File: src/hw/rtl/assert_macros.svh
// assertion helpers, sampled on the rising clock edge and ignored while reset is applied
`ifndef ASSERT_MACROS_SVH
`define ASSERT_MACROS_SVH

// property must hold at every edge out of reset
`define TMC_ASSERT(label, prop, msg) \
    label: assert property (@(posedge clk) disable iff (!rst_n) (prop)) else $error(msg);

// antecedent at one edge implies consequent at the next edge
`define TMC_ASSERT_NEXT(label, ante, cons, msg) \
    label: assert property (@(posedge clk) disable iff (!rst_n) (ante) |=> (cons)) \
        else $error(msg);

`endif

File: src/hw/rtl/tmc_pkg.sv
`default_nettype none

package tmc_pkg;

    typedef enum logic [1:0] {
        PH_IDLE = 2'd0,
        PH_LINE = 2'd1,
        PH_MARK = 2'd2
    } phase_t;

    typedef enum logic [2:0] {
        DEC_STRAIGHT      = 3'd0,
        DEC_MEAS_STRAIGHT = 3'd1,
        DEC_CURVE_RIGHT   = 3'd2,
        DEC_CURVE_LEFT    = 3'd3,
        DEC_END_MARK      = 3'd4
    } decision_t;

    localparam logic [7:0] LINE_ONLY_PATTERN = 8'h7e;
    localparam logic [7:0] ALL_ONES_PATTERN  = 8'hff;
    localparam logic [7:0] MARKER_MASK       = 8'h81;
    localparam logic [2:0] THRESHOLD_RESET   = 3'd4;

    typedef struct packed {
        phase_t    phase;
        logic [7:0] accumulated;
        logic      end_seen;
        decision_t decision;
    } state_t;

    typedef struct packed {
        decision_t  decision;
        logic       event_closed;
        logic [7:0] pattern;
    } result_t;

endpackage

`default_nettype wire

File: src/hw/rtl/track_marker_classifier_core.sv
// Track marker classifier: one 8-bit sensor sample per transaction (bits 1-6 line sensors,
// bit 0 right marker, bit 7 left marker) gives one result transaction carrying the current
// driving decision, a flag for a closed event and the ORed event pattern. A sample is taken
// every clock cycle while in_stall is low; its result is registered, the popcount and
// classification being one combinational pass ahead of the result register. A two-entry
// output buffer (result register plus skid register) keeps intake running while the result
// side stalls; in_stall rises only when both entries are full. line_threshold is written
// through the cfg port (always ready), resets to 4 and must only change while idle.

`default_nettype none

module track_marker_classifier_core (
    input  wire logic       clk,
    input  wire logic       rst_n,
    input  wire logic       in_valid,
    output      logic       in_stall,
    input  wire logic [7:0] sensor_bits,
    output      logic       out_valid,
    input  wire logic       out_stall,
    output      logic [2:0] decision,
    output      logic       event_closed,
    output      logic [7:0] pattern,
    input  wire logic       cfg_valid,
    output      logic       cfg_ready,
    input  wire logic [2:0] cfg_data
);
    import tmc_pkg::*;

    `include "assert_macros.svh"

    logic [2:0] threshold_reg;
    state_t     state_reg;
    state_t     state_next;
    result_t    step_res;
    result_t    out_res_reg;
    result_t    out_res_next;
    result_t    skid_res_reg;
    result_t    skid_res_next;
    logic       out_valid_reg;
    logic       out_valid_next;
    logic       skid_valid_reg;
    logic       skid_valid_next;
    logic       in_accept;
    logic       out_take;

    assign cfg_ready = 1'b1;
    assign in_stall  = skid_valid_reg;
    assign in_accept = in_valid && !skid_valid_reg;
    assign out_take  = out_valid_reg && !out_stall;

    tmc_step u_step (
        .sensor_bits    (sensor_bits),
        .line_threshold (threshold_reg),
        .state_cur      (state_reg),
        .state_new      (state_next),
        .result         (step_res)
    );

    always_ff @(posedge clk or negedge rst_n)
    begin
        if (!rst_n)
        begin
            threshold_reg <= THRESHOLD_RESET;
        end
        else if (cfg_valid && cfg_ready)
        begin
            threshold_reg <= cfg_data;
        end
    end

    always_ff @(posedge clk or negedge rst_n)
    begin
        if (!rst_n)
        begin
            state_reg.phase       <= PH_IDLE;
            state_reg.accumulated <= 8'h00;
            state_reg.end_seen    <= 1'b0;
            state_reg.decision    <= DEC_STRAIGHT;
        end
        else if (in_accept)
        begin
            state_reg <= state_next;
        end
    end

    // two-entry output buffer, skid entry drains first to keep order
    always_comb
    begin
        out_valid_next  = out_valid_reg;
        out_res_next    = out_res_reg;
        skid_valid_next = skid_valid_reg;
        skid_res_next   = skid_res_reg;
        if (!out_valid_reg || out_take)
        begin
            if (skid_valid_reg)
            begin
                out_valid_next  = 1'b1;
                out_res_next    = skid_res_reg;
                skid_valid_next = 1'b0;
            end
            else
            begin
                out_valid_next = in_accept;
                out_res_next   = step_res;
            end
        end
        else if (in_accept)
        begin
            skid_valid_next = 1'b1;
            skid_res_next   = step_res;
        end
    end

    always_ff @(posedge clk or negedge rst_n)
    begin
        if (!rst_n)
        begin
            out_valid_reg  <= 1'b0;
            skid_valid_reg <= 1'b0;
        end
        else
        begin
            out_valid_reg  <= out_valid_next;
            skid_valid_reg <= skid_valid_next;
        end
    end

    always_ff @(posedge clk)
    begin
        out_res_reg  <= out_res_next;
        skid_res_reg <= skid_res_next;
    end

    assign out_valid    = out_valid_reg;
    assign decision     = 3'(out_res_reg.decision);
    assign event_closed = out_res_reg.event_closed;
    assign pattern      = out_res_reg.pattern;

    `TMC_ASSERT(a_skid_needs_out, !skid_valid_reg || out_valid_reg,
        "skid entry holds data while result register is empty")
    `TMC_ASSERT_NEXT(a_stalled_accept_to_skid, in_accept && out_valid_reg && out_stall,
        skid_valid_reg, "accepted sample lost while result side stalled")
    `TMC_ASSERT_NEXT(a_end_seen_sticky, state_reg.end_seen, state_reg.end_seen,
        "end line flag cleared after being set")
    `TMC_ASSERT(a_decision_range, !out_valid_reg || (decision <= 3'(DEC_END_MARK)),
        "decision code out of range")

endmodule

`default_nettype wire

File: src/hw/rtl/tmc_step.sv
`default_nettype none

module tmc_step (
    input  wire logic [7:0]     sensor_bits,
    input  wire logic [2:0]     line_threshold,
    input  tmc_pkg::state_t     state_cur,
    output tmc_pkg::state_t     state_new,
    output tmc_pkg::result_t    result
);
    import tmc_pkg::*;

    logic [2:0] line_cnt;
    logic       line_hit;
    logic       mark_hit;
    logic       do_close;
    logic       do_classify;
    logic [7:0] cls_pat;
    logic       cls_end_seen;
    decision_t  cls_dec;
    phase_t     open_phase;
    logic [7:0] open_acc;

    always_comb
    begin
        line_cnt = 3'd0;
        for (int b = 1; b <= 6; b++)
        begin
            line_cnt = line_cnt + {2'd0, sensor_bits[b]};
        end
    end

    assign line_hit = (line_cnt >= line_threshold);
    assign mark_hit = |(sensor_bits & MARKER_MASK);

    // what the sample would start if looked at from idle
    always_comb
    begin
        priority if (line_hit)
        begin
            open_phase = PH_LINE;
            open_acc   = sensor_bits;
        end
        else if (mark_hit)
        begin
            open_phase = PH_MARK;
            open_acc   = sensor_bits;
        end
        else
        begin
            open_phase = PH_IDLE;
            open_acc   = 8'h00;
        end
    end

    always_comb
    begin
        unique case (state_cur.phase)
            PH_LINE:
            begin
                do_close    = !line_hit;
                do_classify = !line_hit && (state_cur.accumulated != LINE_ONLY_PATTERN);
            end
            PH_MARK:
            begin
                do_close    = !mark_hit;
                do_classify = !mark_hit;
            end
            default:
            begin
                do_close    = 1'b0;
                do_classify = 1'b0;
            end
        endcase
    end

    // classification of the closed pattern
    always_comb
    begin
        cls_pat      = state_cur.accumulated;
        cls_end_seen = state_cur.end_seen;
        cls_dec      = state_cur.decision;
        if (do_classify)
        begin
            priority if (cls_pat == ALL_ONES_PATTERN)
            begin
                cls_dec = DEC_MEAS_STRAIGHT;
            end
            else if (cls_pat[0] && cls_pat[7])
            begin
                if (state_cur.end_seen)
                    cls_dec = DEC_END_MARK;
                else
                    cls_end_seen = 1'b1;
            end
            else if (cls_pat[0])
            begin
                cls_dec = (state_cur.decision == DEC_CURVE_RIGHT) ?
                          DEC_MEAS_STRAIGHT : DEC_CURVE_RIGHT;
            end
            else if (cls_pat[7])
            begin
                cls_dec = (state_cur.decision == DEC_CURVE_LEFT) ?
                          DEC_MEAS_STRAIGHT : DEC_CURVE_LEFT;
            end
            else
            begin
                // no marker in the pattern keeps the decision
                cls_dec = state_cur.decision;
            end
        end
    end

    always_comb
    begin
        state_new.end_seen = cls_end_seen;
        state_new.decision = cls_dec;
        unique case (state_cur.phase)
            PH_LINE, PH_MARK:
            begin
                if (do_close)
                begin
                    state_new.phase       = open_phase;
                    state_new.accumulated = open_acc;
                end
                else
                begin
                    state_new.phase       = state_cur.phase;
                    state_new.accumulated = state_cur.accumulated | sensor_bits;
                end
            end
            default:
            begin
                state_new.phase       = open_phase;
                state_new.accumulated = open_acc;
            end
        endcase
    end

    always_comb
    begin
        result.decision     = state_new.decision;
        result.event_closed = do_close;
        result.pattern      = do_close ? state_cur.accumulated : state_new.accumulated;
    end

endmodule

`default_nettype wire
File: config.mk
export PLATFORM = sky130hd
export DESIGN_NAME = track_marker_classifier_core
export DESIGN_NICKNAME = d
export VERILOG_FILES = /design/src/hw/rtl/tmc_pkg.sv /design/src/hw/rtl/track_marker_classifier_core.sv /design/src/hw/rtl/tmc_step.sv
export VERILOG_INCLUDE_DIRS = /design/src /design/src/hw/rtl
export SDC_FILE = /design/constraint.sdc
export NUM_CORES = 1
export LEC_CHECK = 0
export BUFFER_PORTS_ARGS = -buffer_cell sky130_fd_sc_hd__clkbuf_2
export CAP_MARGIN = 40
export CORE_MARGIN = 5
export CORE_UTILIZATION = 40
export DETAILED_ROUTE_END_ITERATION = 16
export MAX_ROUTING_LAYER = met4
export PLACE_DENSITY = 0.66
export SLEW_MARGIN = 5
export SYNTH_ARGS = -nofsm -noshare
export SYNTH_HDL_FRONTEND = slang
export SYNTH_SLANG_ARGS = --single-unit
File: constraint.sdc
create_clock -name clk -period 2.7 [get_ports clk]
set_input_delay 0.405 -clock clk [delete_from_list [all_inputs] [get_ports clk]]
set_output_delay 0.405 -clock clk [all_outputs]
set_load 0.01 [all_outputs]
==> impl_metrics.py, run 1 <==
metrics = {
    "flow_run": {
        "cap_violations": 0,
    },
    "timing": {
        "final.min_clock_period_ns": 3.42,
        "relSlewSlack_pct": 60.6,
        "fmax_mhz": 292,
        "worstMarginPinSlew_ns": 0.590,
        "fin_crit_sh_pct": 127,
        "maxSlewViolCount": 0,
        "fin_ws_ns": -0.722,
        "fin_worst_skew_ns": 0.00486,
        "rsz0062_at_grt": "yes",
        "final_hold_viol_count": 0,
        "finalSetupViolations": 38,
    },
    "cts": {
        "ctsRootBufferMaster": "clkbuf_8",
        "cts_buffers": 5,
        "htreeDepth": 2,
        "clockBufferDepth": 2,
        "path_clk_slew_ns": 0.08,
        "hold_buffers": 0,
        "clk_latency_ns": 0.30,
        "cts.sinks": 43,
        "cts_tree": "built",
    },
    "power_and_ir_drop": {
        "sw_frac_of_total_pct": 35.5,
        "peakVddDrop_mv": 0.401,
        "p_sw_mw": 1.15,
        "p_clk_share_pct": 18.3,
        "combinationalPowerShare_pct": 46.2,
        "intPower_mw": 2.10,
        "share_seq_of_total_power_pct": 35.5,
        "powerDensity_nw_per_um2": 1110,
        "p_leak_nw": 1.27,
    },
    "global_routing": {
        "grt_pass1_vias": 1637,
        "antenna_found_initial": 0,
        "grt_pass1_wl_mm": 8.53,
        "gr-total-overflow": 0,
        "grt_use_total_pct": 15.2,
        "grt_max_degree": 23,
    },
    "yosys": {
        "synth_seq_cells": 43,
        "synth_async_sr_flop_share_pct": 44.2,
        "yosys_warnings": 0,
        "synth_edf_count": 24,
        "synth-main-ff-cell": "edfxtp_1",
        "synth_top_area_share_pct": 32.1,
        "ys_types": 48,
        "syn_nets": 215,
        "synth.most_common_cell": "edfxtp_1",
        "synthCells": 190,
        "yosys.area.top_type": "edfxtp_1",
        "synth.area.top_cells": "edfxtp_1 (32%), dfrtp_1 (20%), a22o_1 (5.5%)",
        "netlist_top_cells_count": "edfxtp_1 (24), inv_1 (20), dfrtp_1 (18)",
        "synth_area_sq_um": 2250,
        "yosysSeqAreaShare_pct": 53.3,
        "synth.avg_cell_area_sq_um": 11.8,
    },
    "worst_setup_path": {
        "critPathLaunchType": "input port",
        "critical_path.endpoint_type": "flop",
        "cp_num_buf_inv": 5,
        "r2r_end": "decision[0]$_DFFE_PN_",
        "reg2reg_slack_ns": 0.39,
        "cp.required_ns": 2.75,
        "slowest_stage": "fa_1",
        "path_delay_family": "adder cells",
        "cp.depth": 15,
        "cp.arrival_ns": 3.48,
        "cpPeakStageDelay_ns": 0.46,
        "path_max_fanout": 2,
        "path_class": "in -> reg",
        "cpMostUsedCell": "inv_2",
        "rr_worst_depth": 7,
        "r2r-start": "threshold_reg[2]$_DFFE_PN1P_",
        "worstPathCellList": "buf_8 -> ha_4 -> inv_2 -> fa_1 -> inv_1 -> fa_2 -> inv_2 -> fa_1 -> inv_2 -> ha_4 -> nand2_4 -> o211ai_4 -> a221oi_4 -> mux2_4 -> mux2_4",
        "startpoint": "sensor_bits[2]",
    },
    "final_layout": {
        "drive_gt1_share_pct": 41.6,
        "insertedDiodeCount": 0,
        "instances_no_fill": 310,
        "largest_register_ffs": 14,
        "final_core_util_pct": 53.3,
        "syn_to_final_growth_pct": 29.8,
        "nNetsFinal": 262,
    },
    "die": {
        "design.die.area_sq_um": 7220,
        "die_y_um": 85.0,
        "core_area_sq_um": 5470,
        "initial_core_util_pct": 41.1,
        "pin_count": 31,
        "num_rows": 27,
        "die-width_um": 85.0,
    },
    "route": {
        "drt_iter0_markers": 105,
        "viasPerCell": 5.23,
        "firstDrtPassIters": 4,
        "drtAntennaViolNets": 0,
        "wl_per_cell_um": 15.7,
        "routed_wl_mm": 4.88,
        "post-route-drc-count": 0,
        "vias": 1622,
    },
    "place": {
        "dp_hpwl_mm": 3.38,
        "dp.cells": 297,
        "io_buffers": 29,
        "routabilityCongestion": 0.807,
    },
    "run_status": {
        "violations": "negative setup slack",
        "outcome": "complete, but fails checks",
    },
    "hold_path": {
        "hp-class": "in -> async",
    },
}
==> what timing repair did <==
action,CTS,global route
resized for setup,25,14
setup buffers,4,2
endpoints found under the setup margin,38,38
pin swaps,3,4
cloned,1,0
==> layer usage <==
metal  wire (um)  part of all wire, %  global-route usage [%]
met5           0                    0                       -
met4          53                  1.1                    3.88
met3         206                  4.2                    3.01
met2        2370                   49                    22.5
met1        2250                   46                    21.3
==> final cells by class <==
type	count	area (sq um)
fill	486	2550
sequential	43	1200
multi-input combinational	118	1080
timing repair buffer	49	345
tap	72	90.1
inverter	20	75.1
clock buffer	6	72.6
clock inverter	2	60.1
==> power groups by stage <==
stage	sequential, mW	clock [mW]	combinational [mW]
global route	1.19	0.633	1.65
floorplan	1.14	0	0.937
detailed placement	1.16	0	1.22
CTS	1.15	0.605	1.43
global placement	1.15	0	1.19
finish	1.15	0.594	1.50
==> metrics by stage <==
step | power [mW] | worst slack, ns | cell area, sq um | hold slack, ns | TNS, ns
after floorplan | 2.07 | -0.906 | 2290 | 0.109 | -19.84
after global placement | 2.34 | -1.03 | 2570 | 0.393 | -32.19
after detailed placement | 2.38 | -1.07 | 2570 | 0.404 | -33.84
after CTS | 3.18 | -0.725 | 2850 | 0.0836 | -20.20
after global routing | 3.47 | -0.838 | 2920 | 0.0972 | -23.72
final | 3.25 | -0.722 | 2920 | 0.0691 | -18.97
==> layout by cell type (no fill, tap or decap), types with 3 or more instances in the layout <==
cell,n
nor2b_1,5
nor3_1,3
nand2_1,13
a221o_1,6
clkbuf_8,5
edfxtp_1,24
a21oi_4,3
inv_1,17
nor2_1,11
dfrtp_1,18
mux2_4,4
ha_4,3
inv_2,3
and3_1,6
a22o_1,14
ha_1,3
buf_6,8
buf_4,12
clkbuf_2,27
==> worst max path at each step <==
stage,slack (ns),to
6_report,-0.72,decision[0]$_DFFE_PN_
5_1_grt,-0.84,decision[0]$_DFFE_PN_
4_1_cts,-0.72,decision[0]$_DFFE_PN_
3_5_place_dp,-1.07,decision[0]$_DFFE_PN_
3_3_place_gp,-1.03,decision[0]$_DFFE_PN_
2_1_floorplan,-0.91,decision[0]$_DFFE_PN_
==> logic make-up after synthesis <==
group	Yosys count	synth area share, %
compound gates	49	18.5
fa+ha+maj	9	6.01
buf+inv	29	6.18
flops	43	53.3
mux	6	3.51
other cells	1	0.167
simple gates	53	12.4
No activity file was read; power rests on OpenSTA's default activity.
==> run 2, diff against run 1 <==
--- a/config.mk
+++ b/config.mk
@@ -13,6 +13,7 @@
 export DETAILED_ROUTE_END_ITERATION = 16
 export MAX_ROUTING_LAYER = met4
 export PLACE_DENSITY = 0.66
+export SETUP_SLACK_MARGIN = 0.5
 export SLEW_MARGIN = 5
 export SYNTH_ARGS = -nofsm -noshare
 export SYNTH_HDL_FRONTEND = slang
==> run 2 against run 1 <==
Net effect: the run still ends with negative setup slack left; routed wire length shrank 0.33%; setup slack gained 0.0048 ns; sequential power is essentially flat; total power is essentially flat; design area grew 0.51%; critical path type unchanged; largest cell class unchanged.
==> impl_metrics.py, run 2 (synthesized netlist as in run 1, its figures left out) <==
metrics = {
    "final_layout": {
        "largest_register_ffs": 14,
        "final_common_cell": "clkbuf_2",
        "nNetsFinal": 264,
        "syn_to_final_growth_pct": 30.5,
        "drive_gt1_share_pct": 41.7,
        "instances_no_fill": 312,
        "insertedDiodeCount": 0,
        "final_cell_mix": "clkbuf_2 (27), edfxtp_1 (24), dfrtp_1 (18)",
        "postLayoutCellArea_sq_um": 2930,
    },
    "cts": {
        "ctsRootBufferMaster": "clkbuf_8",
        "cts.sinks": 43,
        "cts_tree": "built",
        "clk_latency_ns": 0.30,
        "cts_buffers": 5,
        "clockBufferDepth": 2,
        "path_clk_slew_ns": 0.08,
        "htreeDepth": 2,
    },
    "run_status": {
        "outcome": "complete, but fails checks",
        "violations": "negative setup slack",
    },
    "timing": {
        "tns_ns": -18.96,
        "fin_ws_ns": -0.717,
        "maxSlewViolCount": 0,
        "final_hold_viol_count": 0,
        "fmax_mhz": 293,
        "worstMarginPinSlew_ns": 0.590,
        "fin_worst_skew_ns": 0.00755,
        "fin_crit_sh_pct": 127,
        "final.min_clock_period_ns": 3.42,
        "rsz0062_at_grt": "yes",
        "finalSetupViolations": 38,
        "relSlewSlack_pct": 60.6,
    },
    "worst_setup_path": {
        "path_delay_family": "adder cells",
        "worstPathCellList": "buf_8 -> ha_4 -> inv_2 -> fa_1 -> inv_1 -> fa_2 -> inv_2 -> fa_1 -> inv_2 -> ha_4 -> nand2_4 -> o211ai_4 -> a221oi_4 -> mux2_4 -> mux2_4",
        "cpMostUsedCell": "inv_2",
        "path_max_fanout": 2,
        "cp_num_buf_inv": 5,
        "cpPeakStageDelay_ns": 0.46,
        "slowest_stage": "fa_1",
        "critPathLaunchType": "input port",
        "critical_path.endpoint_type": "flop",
        "cp.arrival_ns": 3.47,
        "path_class": "in -> reg",
        "cp.required_ns": 2.76,
    },
    "die": {
        "pin_count": 31,
        "core_area_sq_um": 5470,
        "die-width_um": 85.0,
        "initial_core_util_pct": 41.1,
        "num_rows": 27,
        "design.die.area_sq_um": 7220,
        "die_y_um": 85.0,
    },
    "route": {
        "firstDrtPassIters": 4,
        "routed_wl_mm": 4.86,
        "drtAntennaViolNets": 0,
        "wl_per_cell_um": 15.6,
        "vias": 1620,
        "drt_iter0_markers": 109,
        "viasPerCell": 5.19,
        "post-route-drc-count": 0,
    },
    "global_routing": {
        "grt_max_degree": 23,
        "antenna_found_initial": 0,
        "grt_pass1_wl_mm": 8.53,
        "gr-total-overflow": 0,
        "grt_use_total_pct": 15.2,
        "grt_pass1_vias": 1635,
    },
    "power_and_ir_drop": {
        "peakVddDrop_mv": 0.397,
        "p_leak_nw": 1.28,
        "powerDensity_nw_per_um2": 1110,
    },
    "flow_run": {
        "cap_violations": 0,
    },
    "place": {
        "routabilityCongestion": 0.807,
        "dp_hpwl_mm": 3.38,
        "dp.cells": 297,
        "placed_cell_area_sq_um": 2570,
        "io_buffers": 29,
    },
    "hold_path": {
        "hp-class": "in -> async",
    },
}
-- run 2: changes by cell type in the layout (fill, tap and decap cells not counted) --
cell,before,now
buf_6,8,9
buf_4,12,13
a21boi_1,0,1
a21boi_2,2,1
-- run 2: power by group --
part	total (mW)	switching (mW)	internal (mW)	leakage, nW
combinational	1.50	0.747	0.756	0.758
sequential	1.15	0.177	0.977	0.455
clock	0.593	0.223	0.370	0.0654
-- run 2: path summary, 6_finish.rpt --
kind                                              start                      endpoint  slack (ns)  depth (start not counted)
hold reg to reg               skid_res_reg[8]$_DFFE_PP_        event_closed$_DFFE_PN_        0.53                          2
max in group asynchronous                         rst_n  threshold_reg[2]$_DFFE_PN1P_        2.26                          1
setup / recovery                         sensor_bits[2]         decision[0]$_DFFE_PN_       -0.72                         15
setup reg to reg           threshold_reg[2]$_DFFE_PN1P_         decision[0]$_DFFE_PN_        0.40                          7
hold / removal                                    rst_n          in_stall$_DFFE_PN0P_        0.07                          1
min in group clk                            cfg_data[2]  threshold_reg[2]$_DFFE_PN1P_        0.32                          3
-- run 2: layout make-up --
| cell class | instances | area [sq um] |
|---|---|---|
| Fill cell | 487 | 2540 |
| Sequential cell | 43 | 1200 |
| Multi-Input combinational cell | 118 | 1070 |
| Timing Repair Buffer | 51 | 364 |
| Tap cell | 72 | 90.1 |
| Inverter | 20 | 75.1 |
| Clock buffer | 6 | 72.6 |
| Clock inverter | 2 | 60.1 |
-- run 2: stage by stage --
stage               setup WS (ns)  power [mW]  hold WS [ns]  util [%]
floorplan                  -0.906        2.07         0.109         -
global placement            -1.03        2.34         0.393      46.9
detailed placement          -1.07        2.38         0.404      46.9
CTS                        -0.725        3.18        0.0836      52.1
global route               -0.838        3.47        0.0972      53.6
finish                     -0.717        3.25        0.0704      53.6
-- run 2: what timing repair did --
| item | 4_1_cts | 5_1_grt |
|---|---|---|
| cloned | 1 | 0 |
| hold buffers | 0 | 0 |
| endpoints found under the hold margin | 0 | 0 |
| resized for setup | 25 | 14 |
| pin swaps | 3 | 4 |
| buffers inserted | 4 | 2 |
| setup endpoints to repair | 38 | 38 |
-- run 2: metal layers --
metal | routed length [um] | track usage [%]
met5 | 0 | -
met4 | 57 | 3.88
met3 | 230 | 3.01
met2 | 2380 | 22.5
met1 | 2200 | 21.3
